## src/rtl/dmc_pkg.sv

```systemverilog
// shared types, constants and mask tables for the dual mask 3x3 filter
// no dependencies; used by every module under rtl

package dmc_pkg;

	// fixed field widths
	localparam int PIX_W      = 8;
	localparam int VAL_W      = 13;   // signed working width of a filter sum
	localparam int OUT_A_W    = 12;   // value_a field
	localparam int OUT_B_W    = 13;   // value_b field
	localparam int POS_OUT_W  = 6;    // row and column fields
	localparam int PEAK_A_W   = 10;   // largest mask A peak is 1020 (border pixel times four)
	localparam int PEAK_B_W   = 12;   // largest positive mask B result is 3825
	localparam int CFG_W      = 7;
	localparam int CFG_IDX_W  = 2;
	localparam int IN_DATA_W  = 8;
	localparam int OUT_DATA_W = 56;
	localparam int OUT_USER_W = 2;

	// size registers after reset
	localparam int RST_SIZE   = 8;

	localparam int DEF_MAX_WIDTH  = 64;
	localparam int DEF_MAX_HEIGHT = 64;

	// register indexes
	localparam logic [CFG_IDX_W-1:0] CFG_IDX_WIDTH  = 2'd0;
	localparam logic [CFG_IDX_W-1:0] CFG_IDX_HEIGHT = 2'd1;

	typedef enum logic [1:0] {
		KIND_BORDER   = 2'd0,
		KIND_INTERIOR = 2'd1,
		KIND_SUMMARY  = 2'd2
	} kind_t;

	// masks in quarters, [row][column], row 0 is two rows up
	typedef int mask_t [3][3];
	localparam mask_t MASK_A = '{'{0, -2, 0}, '{-2, 0, 2}, '{0, -2, 0}};
	localparam mask_t MASK_B = '{'{2, 1, 2}, '{1, 4, 1}, '{2, -2, 2}};

	// one window column, index 0 is the top pixel
	typedef logic [2:0][PIX_W-1:0] col_t;

	// which results an item produces
	typedef struct packed {
		logic summary;
		logic border;
		logic interior;
	} item_flags_t;

	// peak tracker controls
	typedef struct packed {
		logic upd;
		logic int_en;
		logic bord_en;
		logic frame_end;
	} peak_ctl_t;

endpackage

```

## src/rtl/dmc_peak.sv

```systemverilog
// peak tracker for one mask: interior candidate first, then border candidate
// strict greater wins, ties go to the earlier raster position; uses dmc_pkg

module dmc_peak #(
	parameter int ROW_W  = 6,
	parameter int COL_W  = 6,
	parameter int PEAK_W = 10
) (
	input  logic                             clk,
	input  logic                             arst_n,
	input  dmc_pkg::peak_ctl_t               ctl,
	input  logic signed [dmc_pkg::VAL_W-1:0] int_val,
	input  logic [ROW_W-1:0]                 int_row,
	input  logic [COL_W-1:0]                 int_col,
	input  logic signed [dmc_pkg::VAL_W-1:0] bord_val,
	input  logic [ROW_W-1:0]                 bord_row,
	input  logic [COL_W-1:0]                 bord_col,
	output logic [PEAK_W-1:0]                peak_val,
	output logic [ROW_W-1:0]                 peak_row,
	output logic [COL_W-1:0]                 peak_col
);

	localparam int VW = dmc_pkg::VAL_W;

	logic [PEAK_W-1:0] val_q;
	logic [ROW_W-1:0]  row_q;
	logic [COL_W-1:0]  col_q;
	logic [PEAK_W-1:0] mid_val;
	logic [ROW_W-1:0]  mid_row;
	logic [COL_W-1:0]  mid_col;

	function automatic logic better(
		input logic signed [VW-1:0] v,
		input logic [PEAK_W-1:0]    pv,
		input logic [ROW_W-1:0]     r,
		input logic [ROW_W-1:0]     pr,
		input logic [COL_W-1:0]     c,
		input logic [COL_W-1:0]     pc
	);
		logic signed [VW-1:0] pvs;
		logic                 earlier;
		pvs     = $signed({{(VW-PEAK_W){1'b0}}, pv});
		earlier = (r < pr) || ((r == pr) && (c < pc));
		return (v > 0) && ((v > pvs) || ((v == pvs) && earlier));
	endfunction

	always_comb begin
		mid_val = val_q;
		mid_row = row_q;
		mid_col = col_q;
		if (ctl.int_en && better(int_val, val_q, int_row, row_q, int_col, col_q)) begin
			mid_val = int_val[PEAK_W-1:0];
			mid_row = int_row;
			mid_col = int_col;
		end
		peak_val = mid_val;
		peak_row = mid_row;
		peak_col = mid_col;
		if (ctl.bord_en && better(bord_val, mid_val, bord_row, mid_row, bord_col, mid_col)) begin
			peak_val = bord_val[PEAK_W-1:0];
			peak_row = bord_row;
			peak_col = bord_col;
		end
	end

	always_ff @(posedge clk or negedge arst_n) begin
		if (!arst_n) begin
			val_q <= '0;
			row_q <= '0;
			col_q <= '0;
		end else if (ctl.upd) begin
			if (ctl.frame_end) begin
				val_q <= '0;
				row_q <= '0;
				col_q <= '0;
			end else begin
				val_q <= peak_val;
				row_q <= peak_row;
				col_q <= peak_col;
			end
		end
	end

endmodule

```

## config.mk

```make
export PLATFORM = sky130hd
export DESIGN_NAME = dmc_peak
export DESIGN_NICKNAME = d
export VERILOG_FILES = /design/src/rtl/dmc_pkg.sv /design/src/rtl/dmc_peak.sv
export SDC_FILE = /design/constraint.sdc
export NUM_CORES = 1
export LEC_CHECK = 0
export BUFFER_PORTS_ARGS = -buffer_cell sky130_fd_sc_hd__buf_2
export CORE_MARGIN = 3
export CORE_UTILIZATION = 44
export CTS_BUF_LIST = sky130_fd_sc_hd__clkbuf_4 sky130_fd_sc_hd__clkbuf_8
export DETAILED_ROUTE_END_ITERATION = 12
export PLACE_DENSITY = 0.74
export SYNTH_ARGS = -nofsm -noshare
export SYNTH_HDL_FRONTEND = slang
export SYNTH_SLANG_ARGS = --single-unit
```

## constraint.sdc

```tcl
create_clock -name clk -period 6.7 [get_ports clk]
set_clock_uncertainty 0.15 [all_clocks]
set_input_delay 0.67 -clock clk [delete_from_list [all_inputs] [get_ports clk]]
set_output_delay 0.67 -clock clk [all_outputs]
set_load 0.005 [all_outputs]
```

# Word level (Yosys, flattened, before mapping)
# Index checks and enable logic that the tools add are counted.
[word_totals] register_bits=22 input_bits=56 out_inout_bits=22 wordCells=36
[op_classes] order_cmp=8 n_eq_ne=4 mux=9 reduce_logical=12
[op_table] cell="$mux W6" n=6
[op_table] cell="$mux W10" n=3
[op_table] cell="$eq A13 B11 Y1" n=2
[op_table] cell="$gt A13 B1 Y1 const B" n=2
[op_table] cell="$gt A13 B11 Y1" n=2
[op_table] cell="$lt A6 B6 Y1" n=4
[op_table] cell="$eq A6 B6 Y1" n=2
[op_table] cell="$logic_and A1 B1 Y1" n=8
[op_table] cell="$logic_or A1 B1 Y1" n=4

# Logic depth before layout (Yosys ltp)
# Gate-level depths: netlist (run 1).
[depth] depth_word=17 mapped_depth=20 ltp_nobuf=18

# Worst setup path after synthesis (run 1)
# OpenSTA, ideal clock, no wires.
[synth_timing] kind="input -> output" startpoint="input port int_val[11] (netlist bit)" endpoint="output port peak_col[3]" t_arrival_ns=4.366 t_required_ns=5.880 slack_ns=1.514 path_stages=18 n_path_buf=2 path_cell_list="or3_1 > or3_1 > nor3_1 > o211a_2 > or2_4 > buf_6 > mux2_4 > inv_1 > ha_1 > and3_1 > a221oi_1 > a21oi_1 > a311oi_1 > nor3_1 > and2_1 > buf_1 > nor3_1 > nor2_1"
[synth_between] elab_chain_cells=14 elab_cells_between_ends=22 classes_between="order compare (5); eq/ne (3); mux (4); reduce/logical (10)"
[synth_lines] item="start: declaration" line="dmc_peak.sv:12" text="input logic signed [dmc_pkg::VAL_W-1:0] int_val,"
[synth_lines] item="parallel branches: the longest is 3 deep, another holds $gt A13 B11 Y1"
[synth_lines] item="$logic_and A1 B1 Y1 (*)" line="dmc_peak.sv:44" text="return (v > 0) && ((v > pvs) || ((v == pvs) && earlier));"
[synth_lines] item="$logic_and A1 B1 Y1 (*)" line="dmc_peak.sv:51" text="if (ctl.int_en && better(int_val, val_q, int_row, row_q, int_col, col_q)) begin"
[synth_lines] item="$mux W6" line="dmc_peak.sv:51"
[synth_lines] item="$lt A6 B6 Y1 or $eq A6 B6 Y1 (tied branches)" line="dmc_peak.sv:43" text="earlier = (r < pr) || ((r == pr) && (c < pc));"
[synth_lines] item="$logic_and A1 B1 Y1" line="dmc_peak.sv:43"
[synth_lines] item="$logic_or A1 B1 Y1" line="dmc_peak.sv:43"
[synth_lines] item="$logic_and A1 B1 Y1" line="dmc_peak.sv:44"
[synth_lines] item="$logic_or A1 B1 Y1" line="dmc_peak.sv:44"
[synth_lines] item="$logic_and A1 B1 Y1" line="dmc_peak.sv:44"
[synth_lines] item="$logic_and A1 B1 Y1" line="dmc_peak.sv:59" text="if (ctl.bord_en && better(bord_val, mid_val, bord_row, mid_row, bord_col, mid_col)) begin"
[synth_lines] item="$mux W6 (*)" line="dmc_peak.sv:59"
[synth_lines] item="end: declaration" line="dmc_peak.sv:20" text="output logic [COL_W-1:0] peak_col"
# Mark *: on every way between the ends.

# Final worst setup path (run 1)
[layout_timing] startpoint="input port int_val[11] (netlist bit)" endpoint="output port peak_row[2]"
[layout_between] elab_chain_cells=14 elab_cells_between_ends=22 classes_between="order compare (5); eq/ne (3); mux (4); reduce/logical (10)"
[layout_lines] item="parallel branches: the longest is 3 deep, another holds $gt A13 B11 Y1"
[layout_lines] item="$logic_and A1 B1 Y1 (*)" line="dmc_peak.sv:44"
[layout_lines] item="$logic_and A1 B1 Y1 (*)" line="dmc_peak.sv:51"
[layout_lines] item="$mux W6" line="dmc_peak.sv:51"
[layout_lines] item="$lt A6 B6 Y1 or $eq A6 B6 Y1 (tied branches)" line="dmc_peak.sv:43"
[layout_lines] item="$logic_and A1 B1 Y1" line="dmc_peak.sv:43"
[layout_lines] item="$logic_or A1 B1 Y1" line="dmc_peak.sv:43"
[layout_lines] item="$logic_and A1 B1 Y1" line="dmc_peak.sv:44"
[layout_lines] item="$logic_or A1 B1 Y1" line="dmc_peak.sv:44"
[layout_lines] item="$logic_and A1 B1 Y1" line="dmc_peak.sv:44"
[layout_lines] item="$logic_and A1 B1 Y1" line="dmc_peak.sv:59"
[layout_lines] item="$mux W6 (*)" line="dmc_peak.sv:59"
[layout_lines] item="end: declaration" line="dmc_peak.sv:19" text="output logic [ROW_W-1:0] peak_row,"
# Marked as above.

==> flow_metrics.py, run 1 <==
metrics = {
    "outcome": {
        "status": "finished clean",
    },
    "yosys": {
        "synthesis.nets": 431,
        "synth_cells": 333,
        "synth_top_cell_area_share_pct": 19.47,
        "ys_warn_count": 0,
        "synth_top_family_by_area": "simple AND/OR/NAND/NOR gates",
        "syn_area_mm2": 0.002828,
        "ys_top_cells_by_area": "dfrtp_1, ha_1, mux2_4, inv_1, o32ai_1",
        "async_reset_ff_share_pct": 100.0,
        "synth_edf_count": 0,
        "ys.flop_type": "dfrtp_1",
        "synth_cell_types": 50,
        "synthMuxAreaShare_pct": 9.956,
        "avgSynthCellArea_um2": 8.492,
        "synthAdderAreaFrac_pct": 18.58,
        "synth_compound_area_share_pct": 20.40,
        "yosysSeqAreaShare_pct": 19.47,
        "synthXorXnorAreaFrac_pct": 0,
        "yosys.area.top_type": "dfrtp_1",
        "ys_seq_elements": 22,
        "synth_simple_gate_area_share_pct": 22.30,
    },
    "route": {
        "wire_per_inst_um": 17.86,
        "drtPass1Iterations": 5,
        "drtAntennaViolNets": 0,
        "vias": 2836,
        "drt-total-wl_um": 8539,
        "drc_errors": 0,
        "first_iter_violations": 174,
        "vias_per_cell": 5.933,
    },
    "critical_path": {
        "arrival_ps": 5300,
        "critPathLaunchType": "input port",
        "cp_max_fo": 21,
        "worstSetupEndpointType": "output pin",
        "path_class": "input port to output pin",
        "worstPathRequired_ps": 5880,
    },
    "floorplanning": {
        "initial_utilization_pct": 46.66,
        "die-height_um": 86.17,
        "die_x_um": 86.17,
        "pin_count": 78,
        "fp.dieArea_mm2": 0.007424,
        "core_mm2": 0.006061,
        "num_rows": 28,
    },
    "finish": {
        "area_growth_syn_to_layout_pct": 17.04,
        "layout-drive-gt1-share_pct": 31.51,
        "fin_util_pct": 54.60,
        "diodes": 0,
        "fin_area_mm2": 0.003309,
        "layout.nets": 502,
        "num-fill-cells": 583,
    },
    "pwr": {
        "power_frac_clock_pct": 19.5,
        "ir_drop_v": 0.0001007,
        "p_sw_w": 0.0002104,
        "power.leakage_nw": 1.601,
        "comb_power_share_pct": 51.1,
        "p_seq_share_pct": 29.4,
        "p_per_area_mw_per_mm2": 162.0,
        "p_int_w": 0.0003257,
        "p_sw_share_pct": 39.24,
        "total_power_w": 0.0005360,
    },
    "sta": {
        "min_period_over_period_pct": 91.37,
        "hold_viol": 0,
        "drv_slew": 0,
        "hold_ws_ps": 226.6,
        "min_period_ps": 6122,
        "clock.fmax_mhz": 163.3,
        "max-slew-margin-rel_pct": 33.71,
        "setup_viol_count_final": 0,
        "tightestPinTransition_ps": 994.3,
        "grt_setup_unrepaired": "no",
        "setup_tns_ps": 0,
    },
    "clock_network": {
        "cts_tree": "done",
        "h-tree-depth": 1,
        "numCtsBuffers": 3,
        "clockBufferDepth": 2,
        "holdBufCountCts": 0,
        "cts_sinks": 22,
        "postCtsSetupBuffers": 0,
        "path_clk_slew_ps": 90,
        "post_cts_resized": 0,
        "clock_latency_ps": 280,
        "root_buffer": "clkbuf_8",
    },
    "global_routing": {
        "grt_max_degree": 24,
        "antenna_found_initial": 0,
        "overflow": 0,
        "grt_use_met2_pct": 39.52,
        "grt_pass1_wl_um": 14130,
        "grt_usage_pct": 23.50,
        "grt_pass1_vias": 2941,
        "busiest_layer": "met2",
        "use_met1_pct": 32.01,
        "grtUsageMet3_pct": 1.825,
    },
    "place": {
        "post-dp-hpwl_um": 6793,
        "io_buffers": 77,
        "dpl-instance-area_mm2": 0.003254,
        "gp_congestion": 0.9502,
    },
    "flow_run": {
        "maxCapViolations": 0,
    },
    "worst_hold_path": {
        "hold_path_class": "input port to async pin",
    },
}
## final timing paths
kind	from	endpoint	slack (ps)	cells past startpoint
min reg2reg	val_q[4]	val_q[4]	410	2
min in group clk	val_q[4]	val_q[4]	410	2
min	arst_n	val_q[8]	230	1
max	int_val[11]	peak_row[2]	580	19
max reg2reg	val_q[9]	val_q[0]	1460	19
max in group asynchronous	arst_n	col_q[0]	5800	1
## cell usage after synthesis, types with 3 or more instances
cell type / count
buf_2: 3
inv_1: 49
nor4_1: 8
nor3_1: 7
nor2_1: 31
o32ai_1: 21
ha_1: 42
nand2_1: 9
nand2b_1: 4
nor3_2: 18
o21a_1: 3
a21o_1: 3
a2111oi_0: 3
o21ai_0: 6
clkbuf_1: 6
nand3_1: 8
o211ai_1: 3
dfrtp_1: 22
mux2_4: 18
o21ai_1: 3
or3_1: 4
a21oi_1: 28
## logic make-up (layout without fill, tap and decap cells)
group | after synthesis | count (layout)
flops | 22 | 22
fa+ha+maj | 42 | 42
buf+inv | 63 | 133
simple gates | 104 | 104
mux | 19 | 19
compound gates | 83 | 83
## critical path, stage by stage
cell	delay [ps]
buf_2	100
or3_1	380
or3_1	420
nor3_1	220
o211a_2	280
or2_4	410
mux2_4	350
inv_1	90
ha_1	250
and3_1	220
a221oi_1	320
a21oi_1	110
a311oi_1	300
nor3_1	150
nand2_1	310
buf_4	280
a21oi_1	120
nor2_1	180
buf_2	130
## stage by stage
stage / setup slack (ps) / std cells
2_1_floorplan: 1514 / 333
3_5_place_dp: 637.6 / 474
3_3_place_gp: 664.2 / 474
4_1_cts: 625.3 / 478
5_1_grt: 68.11 / 478
6_report: 578.0 / 478
## layer usage
layer	share of wire [%]	up-vias
met5	0	-
met1	44	1329
met4	1.6	0
met3	6.8	10
met2	48	123
li1	-	1374
## power groups by stage
stage	sequential, W	combinational (W)	clock [W]
3_5_place_dp	0.000160	0.000271	0
2_1_floorplan	0.000156	0.000182	0
3_3_place_gp	0.000159	0.000267	0
5_1_grt	0.000159	0.000307	0.000111
4_1_cts	0.000157	0.000273	0.000106
6_report	0.000158	0.000274	0.000105
## flip-flops by register name, indices dropped and copies added, names as in the netlist
| name | count |
|---|---|
| col_q | 6 |
| row_q | 6 |
| val_q | 10 |
## layout by cell type, fill, tap and decap left out, types with 8 or more instances in the layout
master,netlist,layout
nand2_1,9,9
nor2_1,31,31
inv_1,49,49
a21oi_1,28,28
mux2_4,18,18
nor3_2,18,18
nand3_1,8,8
o32ai_1,21,21
dfrtp_1,22,22
buf_2,3,77
ha_1,42,42
nor4_1,8,8
## final cells by class
type	count	area (µm²)	area share, %
inverter	49	183.9	5.558
multi-input combinational	248	2018	60.98
timing repair buffer	80	407.9	12.33
sequential	22	550.5	16.64
tap	75	93.84	2.836
clock buffer	4	55.05	1.664
Note: power is estimated with default switching activity, not from simulation.
==> run 2, diff against run 1 <==
PLACE_DENSITY = 0.77   (was 0.74)
clock period = 5.06 ns   (was 6.7 ns; I/O delays follow)
==> flow_metrics.py, run 2 (synthesis gave the netlist of run 1 again) <==
metrics = {
    "clock_network": {
        "clockBufferDepth": 2,
        "clock_latency_ps": 290,
        "numCtsBuffers": 3,
        "cts_sinks": 22,
        "h-tree-depth": 1,
        "cts_tree": "done",
        "root_buffer": "clkbuf_8",
        "path_clk_slew_ps": 110,
    },
    "finish": {
        "largest-register": "val_q",
        "top_regs": "val_q: 10 flops, col_q: 6 flops, row_q: 6 flops",
        "num-fill-cells": 309,
        "stdcell_count": 584,
        "largest_reg_flops": 10,
        "layout_common_cells": "buf_4, buf_2, inv_1, nor2_1, ha_1",
        "layout-drive-gt1-share_pct": 61.10,
        "layout.nets": 608,
        "area_growth_syn_to_layout_pct": 72.48,
        "final_common_cell": "buf_4",
        "diodes": 0,
    },
    "outcome": {
        "status": "finished, violations left",
        "violations": "setup timing",
    },
    "critical_path": {
        "crit_buf_inv": 5,
        "arrival_ps": 5000,
        "path_class": "register to output pin",
        "cp_cell_sequence": "inv_2, ha_4, nand3_2, or3_4, nor3_1, o211a_2, or2_4, buf_6, mux2_4, inv_1, ha_1, o21ai_2, a21oi_1, o211ai_1, nor2_2, nor4b_4, o21ai_2, buf_6, a21oi_2, nor2_1, buf_2",
        "critPathLaunchType": "register",
        "crit_path_max_incr_delay_ps": 420,
        "worstPathRequired_ps": 4400,
        "slowest_stage": "dfrtp_1",
        "crit_family": "simple AND/OR/NAND/NOR gates",
        "worstSetupEndpointType": "output pin",
        "cp_max_fo": 8,
    },
    "sta": {
        "tightestPinTransition_ps": 1071,
        "max-slew-margin-rel_pct": 28.62,
        "final.setup.worst_slack_ps": -598.6,
        "min_period_over_period_pct": 111.8,
        "setup_tns_ps": -11740,
        "hold_viol": 0,
        "clock.fmax_mhz": 176.7,
        "grt_setup_unrepaired": "yes",
        "drv_slew": 0,
        "setup_viol_count_final": 30,
        "min_period_ps": 5659,
    },
    "pwr": {
        "power.leakage_nw": 2.238,
        "ir_drop_v": 0.0001389,
        "p_per_area_mw_per_mm2": 220.8,
    },
    "floorplanning": {
        "fp.dieArea_mm2": 0.007424,
        "die_x_um": 86.17,
        "core_mm2": 0.006061,
        "num_rows": 28,
        "initial_utilization_pct": 46.66,
        "pin_count": 78,
        "die-height_um": 86.17,
    },
    "route": {
        "vias": 4039,
        "wire_per_inst_um": 27.04,
        "drc_errors": 0,
        "first_iter_violations": 565,
        "drtPass1Iterations": 5,
        "vias_per_cell": 6.916,
        "drtAntennaViolNets": 0,
        "drt-total-wl_um": 15790,
    },
    "global_routing": {
        "grt_pass1_vias": 3948,
        "grt_pass1_wl_um": 20480,
        "antenna_found_initial": 0,
        "grt_max_degree": 24,
        "grt_usage_pct": 35.45,
        "overflow": 0,
    },
    "place": {
        "placed_cells": 558,
        "io_buffers": 77,
        "post-dp-hpwl_um": 7859,
        "gp_congestion": 0.9430,
    },
    "flow_run": {
        "maxCapViolations": 0,
    },
    "worst_hold_path": {
        "hold_path_class": "input port to async pin",
    },
}
[run 2: cell types whose count changed in the layout (fill, tap and decap cells not counted), sizes merged]
cell    delta
or2        +1
buf      +104
bufinv     +1
[run 2: worst reg2reg max path, stage by stage (launching register included)]
cell      delay [ps]
dfrtp_1          420
inv_2             90
ha_4             280
nand3_2           80
or3_4            410
nor3_1           290
o211a_2          270
or2_4            230
mux2_4           350
inv_2             70
ha_4             200
and3_4           170
a221oi_2         350
a21oi_2          140
a311oi_4         400
nor4b_4          120
o21ai_2          150
buf_6            220
a21oi_2           90
buf_4            130
o32ai_1          460
[run 2: through the flow]
step | cell area [µm²] | total power (W) | setup WS [ps] | hold WS [ps] | utilization, %
floorplan | 2828 | 0.0004481 | 201.7 | 60.41 | -
global placement | 3906 | 0.0006447 | -263.6 | 366.7 | 64.45
detailed placement | 3906 | 0.0006623 | -299.5 | 372.1 | 64.45
CTS | 4586 | 0.0009316 | -54.30 | 73.60 | 75.66
global route | 4877 | 0.001106 | -641.6 | 79.22 | 80.47
finish | 4877 | 0.001077 | -598.6 | 47.36 | 80.47
[run 2: what timing repair did]
| item | CTS | global route |
|---|---|---|
| hold buffers | 0 | 0 |
| pin swaps | 30 | 24 |
| cloned | 2 | 1 |
| endpoints found under the setup margin | 22 | 24 |
| buffers inserted | 15 | 6 |
| gates resized for setup | 96 | 46 |
[run 2: cell type report]
cell class	instances	area [µm²]	share of cell area, %
inverter	49	188.9	3.874
timing repair buffer	185	1319	27.04
clock buffer	3	41.29	0.8466
clock inverter	1	30.03	0.6157
tap	75	93.84	1.924
sequential	22	550.5	11.29
multi-input combinational	249	2654	54.41
[run 2: routing by layer]
metal | global-route usage [%] | vias up | wire length, µm
li1 | - | 1589 | -
met1 | 42.28 | 1879 | 5431
met2 | 62.30 | 409 | 7068
met3 | 4.707 | 162 | 1904
met4 | 16.69 | 0 | 1387
met5 | 1.399 | - | 0
[run 2: final timing paths]
path / start / end / slack (ps) / depth (start not counted)
worst max-delay path: val_q[9] / peak_val[8] / -600 / 21
worst min-delay path: arst_n / col_q[0] / 50 / 1
worst max register to register: val_q[9] / val_q[9] / -180 / 20
worst min register to register: row_q[3] / row_q[3] / 410 / 2
max in group asynchronous: arst_n / row_q[5] / 4320 / 1
min in group clk: row_q[3] / row_q[3] / 410 / 2
[run 2: report_power, final]
part | switching, W | internal, W
Sequential | 0.0000182 | 0.000196
Combinational | 0.000349 | 0.000329
Clock | 0.0000787 | 0.000106
Total | 0.000446 | 0.000631
